$ cat src/button_debounce_short_long_press_assert.svh
// ----------------------------------------------------------------------------
// button debounce assertion macros
// shared concurrent assertion forms, disabled while reset is low
// ----------------------------------------------------------------------------
`ifndef BUTTON_DEBOUNCE_SHORT_LONG_PRESS_ASSERT_SVH
`define BUTTON_DEBOUNCE_SHORT_LONG_PRESS_ASSERT_SVH

// same-cycle implication
`define BDSL_ASSERT_NOW(label, clk, rst_n, ante, cons) \
    label: assert property (@(posedge clk) disable iff (!rst_n) (ante) |-> (cons)) \
        else $error("bdsl assertion failed");

// next-cycle implication
`define BDSL_ASSERT_NEXT(label, clk, rst_n, ante, cons) \
    label: assert property (@(posedge clk) disable iff (!rst_n) (ante) |=> (cons)) \
        else $error("bdsl assertion failed");

`endif

$ cat src/bdsl_pkg.sv
// ----------------------------------------------------------------------------
// bdsl_pkg
// shared constants, types and helpers of the button debounce block
// ----------------------------------------------------------------------------
`default_nettype none

package bdsl_pkg;

    localparam int BUTTONS    = 3;
    localparam int COUNT_BITS = 16;
    localparam int CFG_BITS   = 16;
    localparam int CFG_IDX_BITS = 1;
    localparam int CODE_BITS  = 2;
    localparam int CODED_BUTTONS = 3;
    localparam int CMP_BITS   = (COUNT_BITS > CFG_BITS) ? COUNT_BITS : CFG_BITS;

    typedef logic [COUNT_BITS-1:0]   t_cnt;
    typedef logic [CMP_BITS-1:0]     t_cmp;
    typedef logic [CFG_BITS-1:0]     t_cfg_word;
    typedef logic [CFG_IDX_BITS-1:0] t_cfg_idx;
    typedef logic [BUTTONS-1:0]      t_btn_vec;
    typedef logic [CODE_BITS-1:0]    t_code;

    localparam t_cfg_idx CFG_DEBOUNCE   = t_cfg_idx'(0);
    localparam t_cfg_idx CFG_LONG_PRESS = t_cfg_idx'(1);

    localparam t_cfg_word DEBOUNCE_RESET   = t_cfg_word'(50);
    localparam t_cfg_word LONG_PRESS_RESET = t_cfg_word'(1000);

    localparam t_code CODE_NONE = t_code'(0);

    localparam t_cnt CNT_MAX = '1;

    typedef struct packed {
        t_cfg_word debounce_ticks;
        t_cfg_word long_press_ticks;
    } t_cfg;

    typedef struct packed {
        logic short_pulse;
        logic long_pulse;
        logic level;
    } t_btn_evt;

    function automatic t_cnt sat_inc(input t_cnt v);
        return (v == CNT_MAX) ? CNT_MAX : v + t_cnt'(1);
    endfunction

endpackage

`default_nettype wire

$ cat src/bdsl_if.sv
// ----------------------------------------------------------------------------
// bdsl channel interfaces
// valid/ready channels for the raw sample word and the press event word
// ----------------------------------------------------------------------------
`default_nettype none

interface bdsl_in_if;
    logic                      valid;
    logic                      ready;
    logic [bdsl_pkg::BUTTONS-1:0] raw_levels;

    modport source (output valid, output raw_levels, input ready);
    modport sink   (input valid, input raw_levels, output ready);
endinterface

interface bdsl_out_if;
    logic                          valid;
    logic                          ready;
    logic [bdsl_pkg::BUTTONS-1:0]   short_press;
    logic [bdsl_pkg::BUTTONS-1:0]   long_press;
    logic [bdsl_pkg::CODE_BITS-1:0] pressed_code;

    modport source (output valid, output short_press, output long_press,
                    output pressed_code, input ready);
    modport sink   (input valid, input short_press, input long_press,
                    input pressed_code, output ready);
endinterface

`default_nettype wire

$ cat src/bdsl_button.sv
// ----------------------------------------------------------------------------
// bdsl_button
// per-button debounce filter with hold timer and short/long press pulses
// ----------------------------------------------------------------------------
`default_nettype none

`include "button_debounce_short_long_press_assert.svh"

module bdsl_button (
    input  wire logic               i_clk,
    input  wire logic               i_rst_n,
    input  wire logic               i_step,
    input  wire logic               i_raw,
    input  wire bdsl_pkg::t_cfg     i_cfg,
    output bdsl_pkg::t_btn_evt      o_evt
);

    logic           r_last_raw, n_last_raw;
    logic           r_level, n_level;
    bdsl_pkg::t_cnt r_stable_ticks, n_stable_ticks;
    bdsl_pkg::t_cnt r_held_ticks, n_held_ticks;
    logic           r_hold, n_hold;
    logic           r_long_rep, n_long_rep;
    logic           short_pulse;
    logic           long_pulse;
    bdsl_pkg::t_cnt held_inc;

    always_comb begin
        held_inc       = r_hold ? bdsl_pkg::sat_inc(r_held_ticks) : r_held_ticks;
        n_held_ticks   = held_inc;
        n_stable_ticks = (i_raw != r_last_raw) ? '0 : bdsl_pkg::sat_inc(r_stable_ticks);
        n_last_raw     = i_raw;
        n_level        = r_level;
        n_hold         = r_hold;
        n_long_rep     = r_long_rep;
        short_pulse    = 1'b0;
        long_pulse     = 1'b0;
        if (bdsl_pkg::t_cmp'(n_stable_ticks) > bdsl_pkg::t_cmp'(i_cfg.debounce_ticks)) begin
            n_level = i_raw;
            if (!i_raw && r_level) begin
                // press edge
                n_held_ticks = '0;
                n_hold       = 1'b1;
                n_long_rep   = 1'b0;
            end else if (i_raw && !r_level) begin
                // release edge
                short_pulse = !r_long_rep && r_hold &&
                    (bdsl_pkg::t_cmp'(held_inc) < bdsl_pkg::t_cmp'(i_cfg.long_press_ticks));
                n_held_ticks = '0;
                n_hold       = 1'b0;
                n_long_rep   = 1'b0;
            end else if (!i_raw && r_hold) begin
                if (!r_long_rep &&
                    (bdsl_pkg::t_cmp'(held_inc) >= bdsl_pkg::t_cmp'(i_cfg.long_press_ticks))) begin
                    long_pulse = 1'b1;
                    n_long_rep = 1'b1;
                end
            end
        end
    end

    always_ff @(posedge i_clk) begin
        if (!i_rst_n) begin
            r_last_raw     <= 1'b1;
            r_level        <= 1'b1;
            r_stable_ticks <= '0;
            r_held_ticks   <= '0;
            r_hold         <= 1'b0;
            r_long_rep     <= 1'b0;
        end else if (i_step) begin
            r_last_raw     <= n_last_raw;
            r_level        <= n_level;
            r_stable_ticks <= n_stable_ticks;
            r_held_ticks   <= n_held_ticks;
            r_hold         <= n_hold;
            r_long_rep     <= n_long_rep;
        end
    end

    assign o_evt.short_pulse = short_pulse;
    assign o_evt.long_pulse  = long_pulse;
    assign o_evt.level       = n_level;

    `BDSL_ASSERT_NOW(a_no_short_and_long, i_clk, i_rst_n, i_step, !(short_pulse && long_pulse))
    `BDSL_ASSERT_NOW(a_idle_timer_clear, i_clk, i_rst_n, !r_hold, r_held_ticks == '0)
    `BDSL_ASSERT_NOW(a_long_needs_hold, i_clk, i_rst_n, r_long_rep, r_hold)
    `BDSL_ASSERT_NEXT(a_long_sets_flag, i_clk, i_rst_n, i_step && long_pulse, r_long_rep)

endmodule

`default_nettype wire

$ cat src/button_debounce_short_long_press.sv
// ----------------------------------------------------------------------------
// button_debounce_short_long_press
// debounces the button pins and reports short presses, long presses and the
// first held button
//
//   channel  | dir | word
//   i_in     | in  | raw_levels, one sample tick
//   o_out    | out | short_press, long_press, pressed_code
//   cfg port | in  | i_cfg_we, i_cfg_idx, i_cfg_data
//
// a new word is taken every cycle while the output
// register is empty or being drained
// the per-button counters update and the result register loads at the same edge
// synchronous reset restores released levels, cleared timers, default config
// a stalled result holds the input off until it is taken
// ----------------------------------------------------------------------------
`default_nettype none

module button_debounce_short_long_press (
    input  wire logic                      i_clk,
    input  wire logic                      i_rst_n,
    input  wire logic                      i_cfg_we,
    input  wire logic [bdsl_pkg::CFG_IDX_BITS-1:0] i_cfg_idx,
    input  wire logic [bdsl_pkg::CFG_BITS-1:0]     i_cfg_data,
    bdsl_in_if.sink                        i_in,
    bdsl_out_if.source                     o_out
);

    bdsl_pkg::t_cfg       r_cfg;
    logic                 r_out_valid;
    bdsl_pkg::t_btn_vec   r_short, r_long;
    bdsl_pkg::t_code      r_code, n_code;
    bdsl_pkg::t_btn_vec   n_short, n_long, n_level;
    bdsl_pkg::t_btn_evt   evt [bdsl_pkg::BUTTONS];
    logic                 step;

    assign i_in.ready = !r_out_valid || o_out.ready;
    assign step       = i_in.valid && i_in.ready;

    always_ff @(posedge i_clk) begin
        if (!i_rst_n) begin
            r_cfg.debounce_ticks   <= bdsl_pkg::DEBOUNCE_RESET;
            r_cfg.long_press_ticks <= bdsl_pkg::LONG_PRESS_RESET;
        end else if (i_cfg_we) begin
            case (i_cfg_idx)
                bdsl_pkg::CFG_DEBOUNCE:   r_cfg.debounce_ticks   <= i_cfg_data;
                bdsl_pkg::CFG_LONG_PRESS: r_cfg.long_press_ticks <= i_cfg_data;
                default: ;
            endcase
        end
    end

    for (genvar g = 0; g < bdsl_pkg::BUTTONS; g++) begin : g_btn
        bdsl_button u_btn (
            .i_clk   (i_clk),
            .i_rst_n (i_rst_n),
            .i_step  (step),
            .i_raw   (i_in.raw_levels[g]),
            .i_cfg   (r_cfg),
            .o_evt   (evt[g])
        );
        assign n_short[g] = evt[g].short_pulse;
        assign n_long[g]  = evt[g].long_pulse;
        assign n_level[g] = evt[g].level;
    end

    // lowest pressed button wins
    always_comb begin
        n_code = bdsl_pkg::CODE_NONE;
        for (int b = bdsl_pkg::BUTTONS - 1; b >= 0; b--) begin
            if (b < bdsl_pkg::CODED_BUTTONS && !n_level[b]) begin
                n_code = bdsl_pkg::t_code'(b + 1);
            end
        end
    end

    always_ff @(posedge i_clk) begin
        if (!i_rst_n) begin
            r_out_valid <= 1'b0;
        end else if (step) begin
            r_out_valid <= 1'b1;
        end else if (o_out.ready) begin
            r_out_valid <= 1'b0;
        end
    end

    always_ff @(posedge i_clk) begin
        if (step) begin
            r_short <= n_short;
            r_long  <= n_long;
            r_code  <= n_code;
        end
    end

    assign o_out.valid        = r_out_valid;
    assign o_out.short_press  = r_short;
    assign o_out.long_press   = r_long;
    assign o_out.pressed_code = r_code;

endmodule

`default_nettype wire
$ cat src/flat_wrapper.sv
// flat-port wrapper written by rule: the top's interface ports become plain ports
module button_debounce_short_long_press_flat 
  (i_clk, i_rst_n, i_cfg_we, i_cfg_idx, i_cfg_data, i_in_valid, i_in_raw_levels, i_in_ready, o_out_valid, o_out_short_press, o_out_long_press, o_out_pressed_code, o_out_ready);
  bdsl_in_if i_in_i ();
  bdsl_out_if o_out_i ();
  input  wire logic i_clk;
  input  wire logic i_rst_n;
  input  wire logic i_cfg_we;
  input  wire logic [bdsl_pkg::CFG_IDX_BITS-1:0] i_cfg_idx;
  input  wire logic [bdsl_pkg::CFG_BITS-1:0] i_cfg_data;
  input wire logic [$bits(i_in_i.valid)-1:0] i_in_valid;
  input wire logic [$bits(i_in_i.raw_levels)-1:0] i_in_raw_levels;
  output wire logic [$bits(i_in_i.ready)-1:0] i_in_ready;
  output wire logic [$bits(o_out_i.valid)-1:0] o_out_valid;
  output wire logic [$bits(o_out_i.short_press)-1:0] o_out_short_press;
  output wire logic [$bits(o_out_i.long_press)-1:0] o_out_long_press;
  output wire logic [$bits(o_out_i.pressed_code)-1:0] o_out_pressed_code;
  input wire logic [$bits(o_out_i.ready)-1:0] o_out_ready;
  assign i_in_i.valid = i_in_valid;
  assign i_in_i.raw_levels = i_in_raw_levels;
  assign i_in_ready = i_in_i.ready;
  assign o_out_valid = o_out_i.valid;
  assign o_out_short_press = o_out_i.short_press;
  assign o_out_long_press = o_out_i.long_press;
  assign o_out_pressed_code = o_out_i.pressed_code;
  assign o_out_i.ready = o_out_ready;
  button_debounce_short_long_press u_core (.i_clk(i_clk), .i_rst_n(i_rst_n), .i_cfg_we(i_cfg_we), .i_cfg_idx(i_cfg_idx), .i_cfg_data(i_cfg_data), .i_in(i_in_i), .o_out(o_out_i));
endmodule
$ cat config.mk
export PLATFORM = sky130hd
export DESIGN_NAME = button_debounce_short_long_press_flat
export DESIGN_NICKNAME = d
export VERILOG_FILES = /design/src/bdsl_pkg.sv /design/src/bdsl_if.sv /design/src/bdsl_button.sv /design/src/button_debounce_short_long_press.sv /design/src/flat_wrapper.sv
export VERILOG_INCLUDE_DIRS = /design/src /design/src/src
export SDC_FILE = /design/constraint.sdc
export NUM_CORES = 1
export LEC_CHECK = 0
export BUFFER_PORTS_ARGS = -buffer_cell sky130_fd_sc_hd__buf_2
export CAP_MARGIN = 10
export CORE_MARGIN = 2
export CORE_UTILIZATION = 65
export DETAILED_ROUTE_END_ITERATION = 10
export PLACE_DENSITY = 0.88
export SLEW_MARGIN = 20
export SYNTH_ARGS = -nofsm -noshare
export SYNTH_HDL_FRONTEND = slang
export SYNTH_HIERARCHICAL = 1
export SYNTH_SLANG_ARGS = --single-unit
export TNS_END_PERCENT = 1
$ cat constraint.sdc
create_clock -name i_clk -period 10.85 [get_ports i_clk]
set_input_delay 1.6275 -clock i_clk [delete_from_list [all_inputs] [get_ports i_clk]]
set_output_delay 1.6275 -clock i_clk [all_outputs]
set_load 0.005 [all_outputs]
==> flow_summary_export.csv <==
group,metric,value,unit
die,die_h,133,µm
layout,final_common_cell,"nand2_1",
place,place_congestion,0.982,
yosys,syn-num-nets,1451,
worst_setup_path,worstSetupStartpointType,"input pin",
min_path,hp-start,"u_core/g_btn[1].u_btn/r_last_raw",
sta,slew_violations,0,
yosys,synth_cell_type_count,75,
die,rows,46,
sta,whs,0.495,ns
grt,grt_pass1_wl,45.7,mm
worst_setup_path,critPathKind,"input pin to flop",
grt,track_usage,31.9,%
clock_tree,htreeDepth,4,
clock_tree,post_cts_resized,0,
layout,drive_gt1_share,9.37,%
yosys,ys_ff_latch,149,
place,port_buffers,34,
worst_setup_path,arrival,4.38,ns
grt,grt-ovfl-total,0,
worst_setup_path,r2r_start,"u_core/g_btn[2].u_btn/r_stable_ticks[0]",
sta,period_share,38.9,%
sta,clock_skew,0.0101,ns
place,dpl.hpwl,20.2,mm
detailed_routing,drtIter0Drc,983,
clock_tree,clock_sinks,149,
detailed_routing,wire_per_inst,18.2,µm
worst_setup_path,ff2ff_path_depth,12,
min_path,worst_hold_path_type,"flop to flop",
worst_setup_path,reg2reg_to,"u_core/o_out.pressed_code[1]",
clock_tree,cts_buffers,17,
yosys,synth_edf_count,8,
power_and_ir_drop,p_leak,5.01,nW
power_and_ir_drop,power_density,111,nW/µm²
layout,final_cell_mix,"142 x nand2_1, 141 x dfxtp_1, 124 x inv_1",
sta,finalSetupViolations,0,
yosys,yosys_most_used_dff,"dfxtp_1",
yosys,ys_warn_count,6,
clock_tree,post_cts_buffers,0,
sta,hold_viol_final,0,
die,dieArea,17600,µm²
die,start_util,67.1,%
sta,layout_min_cycle_time,4.22,ns
worst_setup_path,crit_chain,"buf_2, xor2_1, buf_4, a31o_2, nor2_1, ha_1, nand4_1, nor4_1, o21ai_0, nand3_1, nand2_1, mux2i_1, a21boi_0",
worst_setup_path,rrSetupSlack,6.83,ns
clock_tree,clockBufferDepth,2,
layout,final_nets,1443,
sta,max_slew_margin,27.1,%
yosys,async_reset_ff_share,0,%
sta,tightestPinTransition,1.09,ns
yosys,syn_area,10700,µm²
clock_tree,clk_pin_slew,0.06,ns
min_path,min_path_cells,2,
worst_setup_path,crit_path_end_kind,"flop",
worst_setup_path,critPathSlowestCell,"nor4_1",
sta,rsz0062_at_grt,"false",
sta,fmax,0.237,GHz
die,die_w,133,µm
detailed_routing,num_vias,9933,
yosys,syn_avg_cell_area,8.14,µm²
clock_tree,cts-root-buf,"clkbuf_16",
detailed_routing,drt-vias-per-instance,6.45,
clock_tree,cts_tree,"yes",
clock_tree,cts_hold_buf,0,
flow_run,max_cap_viol_count,0,
worst_setup_path,path_max_fanout,21,
detailed_routing,drcViolationCount,0,
power_and_ir_drop,peakVddDrop,0.000121,V
yosys,synth.yosys.seq_area_share,28.5,%
clock_tree,clk_latency,0.43,ns
die,core-area,16000,µm²
grt,grt_max_degree,58,
sta,tns,0,ns
die,pin_count,35,
worst_setup_path,cp_data_required_time,11.02,ns
detailed_routing,first_pass_iters,6,
grt,antenna_found_initial,1,
layout,syn2layout_area_growth,5.98,%
min_path,min_to,"u_core/g_btn[1].u_btn/r_last_raw",
run_status,status,"finished, final reports clean",
grt,grt_pass1_vias,9316,
yosys,synth_cells,1318,
worst_setup_path,critPathMaxStageDelay,0.54,ns
detailed_routing,drt_wl_total,28.1,mm
detailed_routing,ant_nets,0,
## metrics by stage
stage	power [mW]	instance area, µm²	instances	worst slack (ns)	util, %
finish	1.26	11400	1540	6.63	71.1
CTS	1.26	11400	1539	6.74	71.1
detailed placement	0.711	10800	1507	6.30	67.7
floorplan	0.672	10700	1318	6.69	-
global placement	0.706	10800	1507	6.44	67.7
global route	1.30	11400	1539	6.47	71.1
## cells by family after synthesis
logic type               after synthesis  share of synthesized area [%]
AND/OR/NAND/NOR                      463                           22.4
flip-flops                           149                           28.5
adder cells (fa/ha/maj)              108                           12.6
multiplexers                          38                           3.59
buffers and inverters                195                           8.24
XOR/XNOR                              53                           4.32
AO/OA/AOI/OAI                        312                           20.3
## Yosys cell counts (26+ instances only)
| cell type | n | area [µm²] |
|---|---|---|
| a21oi_1 | 89 | 445 |
| dfxtp_1 | 141 | 2820 |
| nand4_1 | 41 | 257 |
| a22o_1 | 47 | 412 |
| clkbuf_1 | 35 | 131 |
| nand2_1 | 142 | 533 |
| ha_1 | 108 | 1350 |
| o21ai_0 | 47 | 235 |
| xnor2_1 | 26 | 228 |
| inv_1 | 124 | 465 |
| mux2i_1 | 34 | 340 |
| and3_1 | 26 | 163 |
| nand3_1 | 64 | 320 |
| xor2_1 | 27 | 236 |
| nor2_1 | 68 | 255 |
## state kept, by name (all words and copies together), names as in the netlist
signal	count
u_core/g_btn.u_btn/r_level	3
u_core/o_out.pressed_code	2
u_core/o_out.long_press	3
u_core/g_btn.u_btn/r_stable_ticks	48
u_core/g_btn.u_btn/r_held_ticks	48
u_core/o_out.valid	1
u_core/g_btn.u_btn/r_last_raw	3
u_core/g_btn.u_btn/r_long_rep	3
u_core/o_out.short_press	3
u_core/g_btn.u_btn/r_hold	3
u_core/r_cfg	32
## metal layers
metal  wire (µm)  share of wire (%)  track usage [%]  up-vias
met5           0                  0                0        -
met4        1210                4.3             15.7        0
met3        2360                8.4             5.56      108
met2       13000                 46             52.0      503
met1       11500                 41             40.8     4622
li1            -                  -                -     4700
## layout make-up
class                           instances  area (µm²)
Antenna cell                            1        2.50
Clock buffer                           21         460
Clock inverter                         11        83.8
Fill cell                            1233        4620
Inverter                              126         473
Multi-Input combinational cell        974        6790
Sequential cell                       149        3060
Tap cell                              216         270
Timing Repair Buffer                   42         233
## critical path, delay by kind of cell
| family | cells | cell delay, ns |
|---|---|---|
| compound gates | 3 | 0.51 |
| xor+xnor | 1 | 0.17 |
| buf+inv | 2 | 0.42 |
| fa+ha+maj | 1 | 0.26 |
| mux | 1 | 0.28 |
| simple gates | 5 | 1.11 |
## worst max-delay path by stage
stage | endpoint | depth (start not counted) | slack [ns] | startpoint
global route | u_core/o_out.pressed_code[1] | 13 | 6.47 | i_in_raw_levels[1]
detailed placement | u_core/o_out.pressed_code[1] | 13 | 6.30 | i_in_raw_levels[2]
global placement | u_core/o_out.pressed_code[1] | 13 | 6.44 | i_in_raw_levels[1]
CTS | u_core/o_out.pressed_code[1] | 13 | 6.74 | i_in_raw_levels[1]
floorplan | u_core/o_out.pressed_code[1] | 12 | 6.69 | i_in_raw_levels[0]
finish | u_core/o_out.pressed_code[1] | 13 | 6.63 | i_in_raw_levels[1]
## power breakdown
group	internal [mW]	leakage [nW]	switching (mW)
combinational	0.0425	3.53	0.0844
clock	0.323	0.253	0.233
sequential	0.562	1.22	0.0158
total	0.927	5.01	0.333
Note: power is estimated with default switching activity, not from simulation.
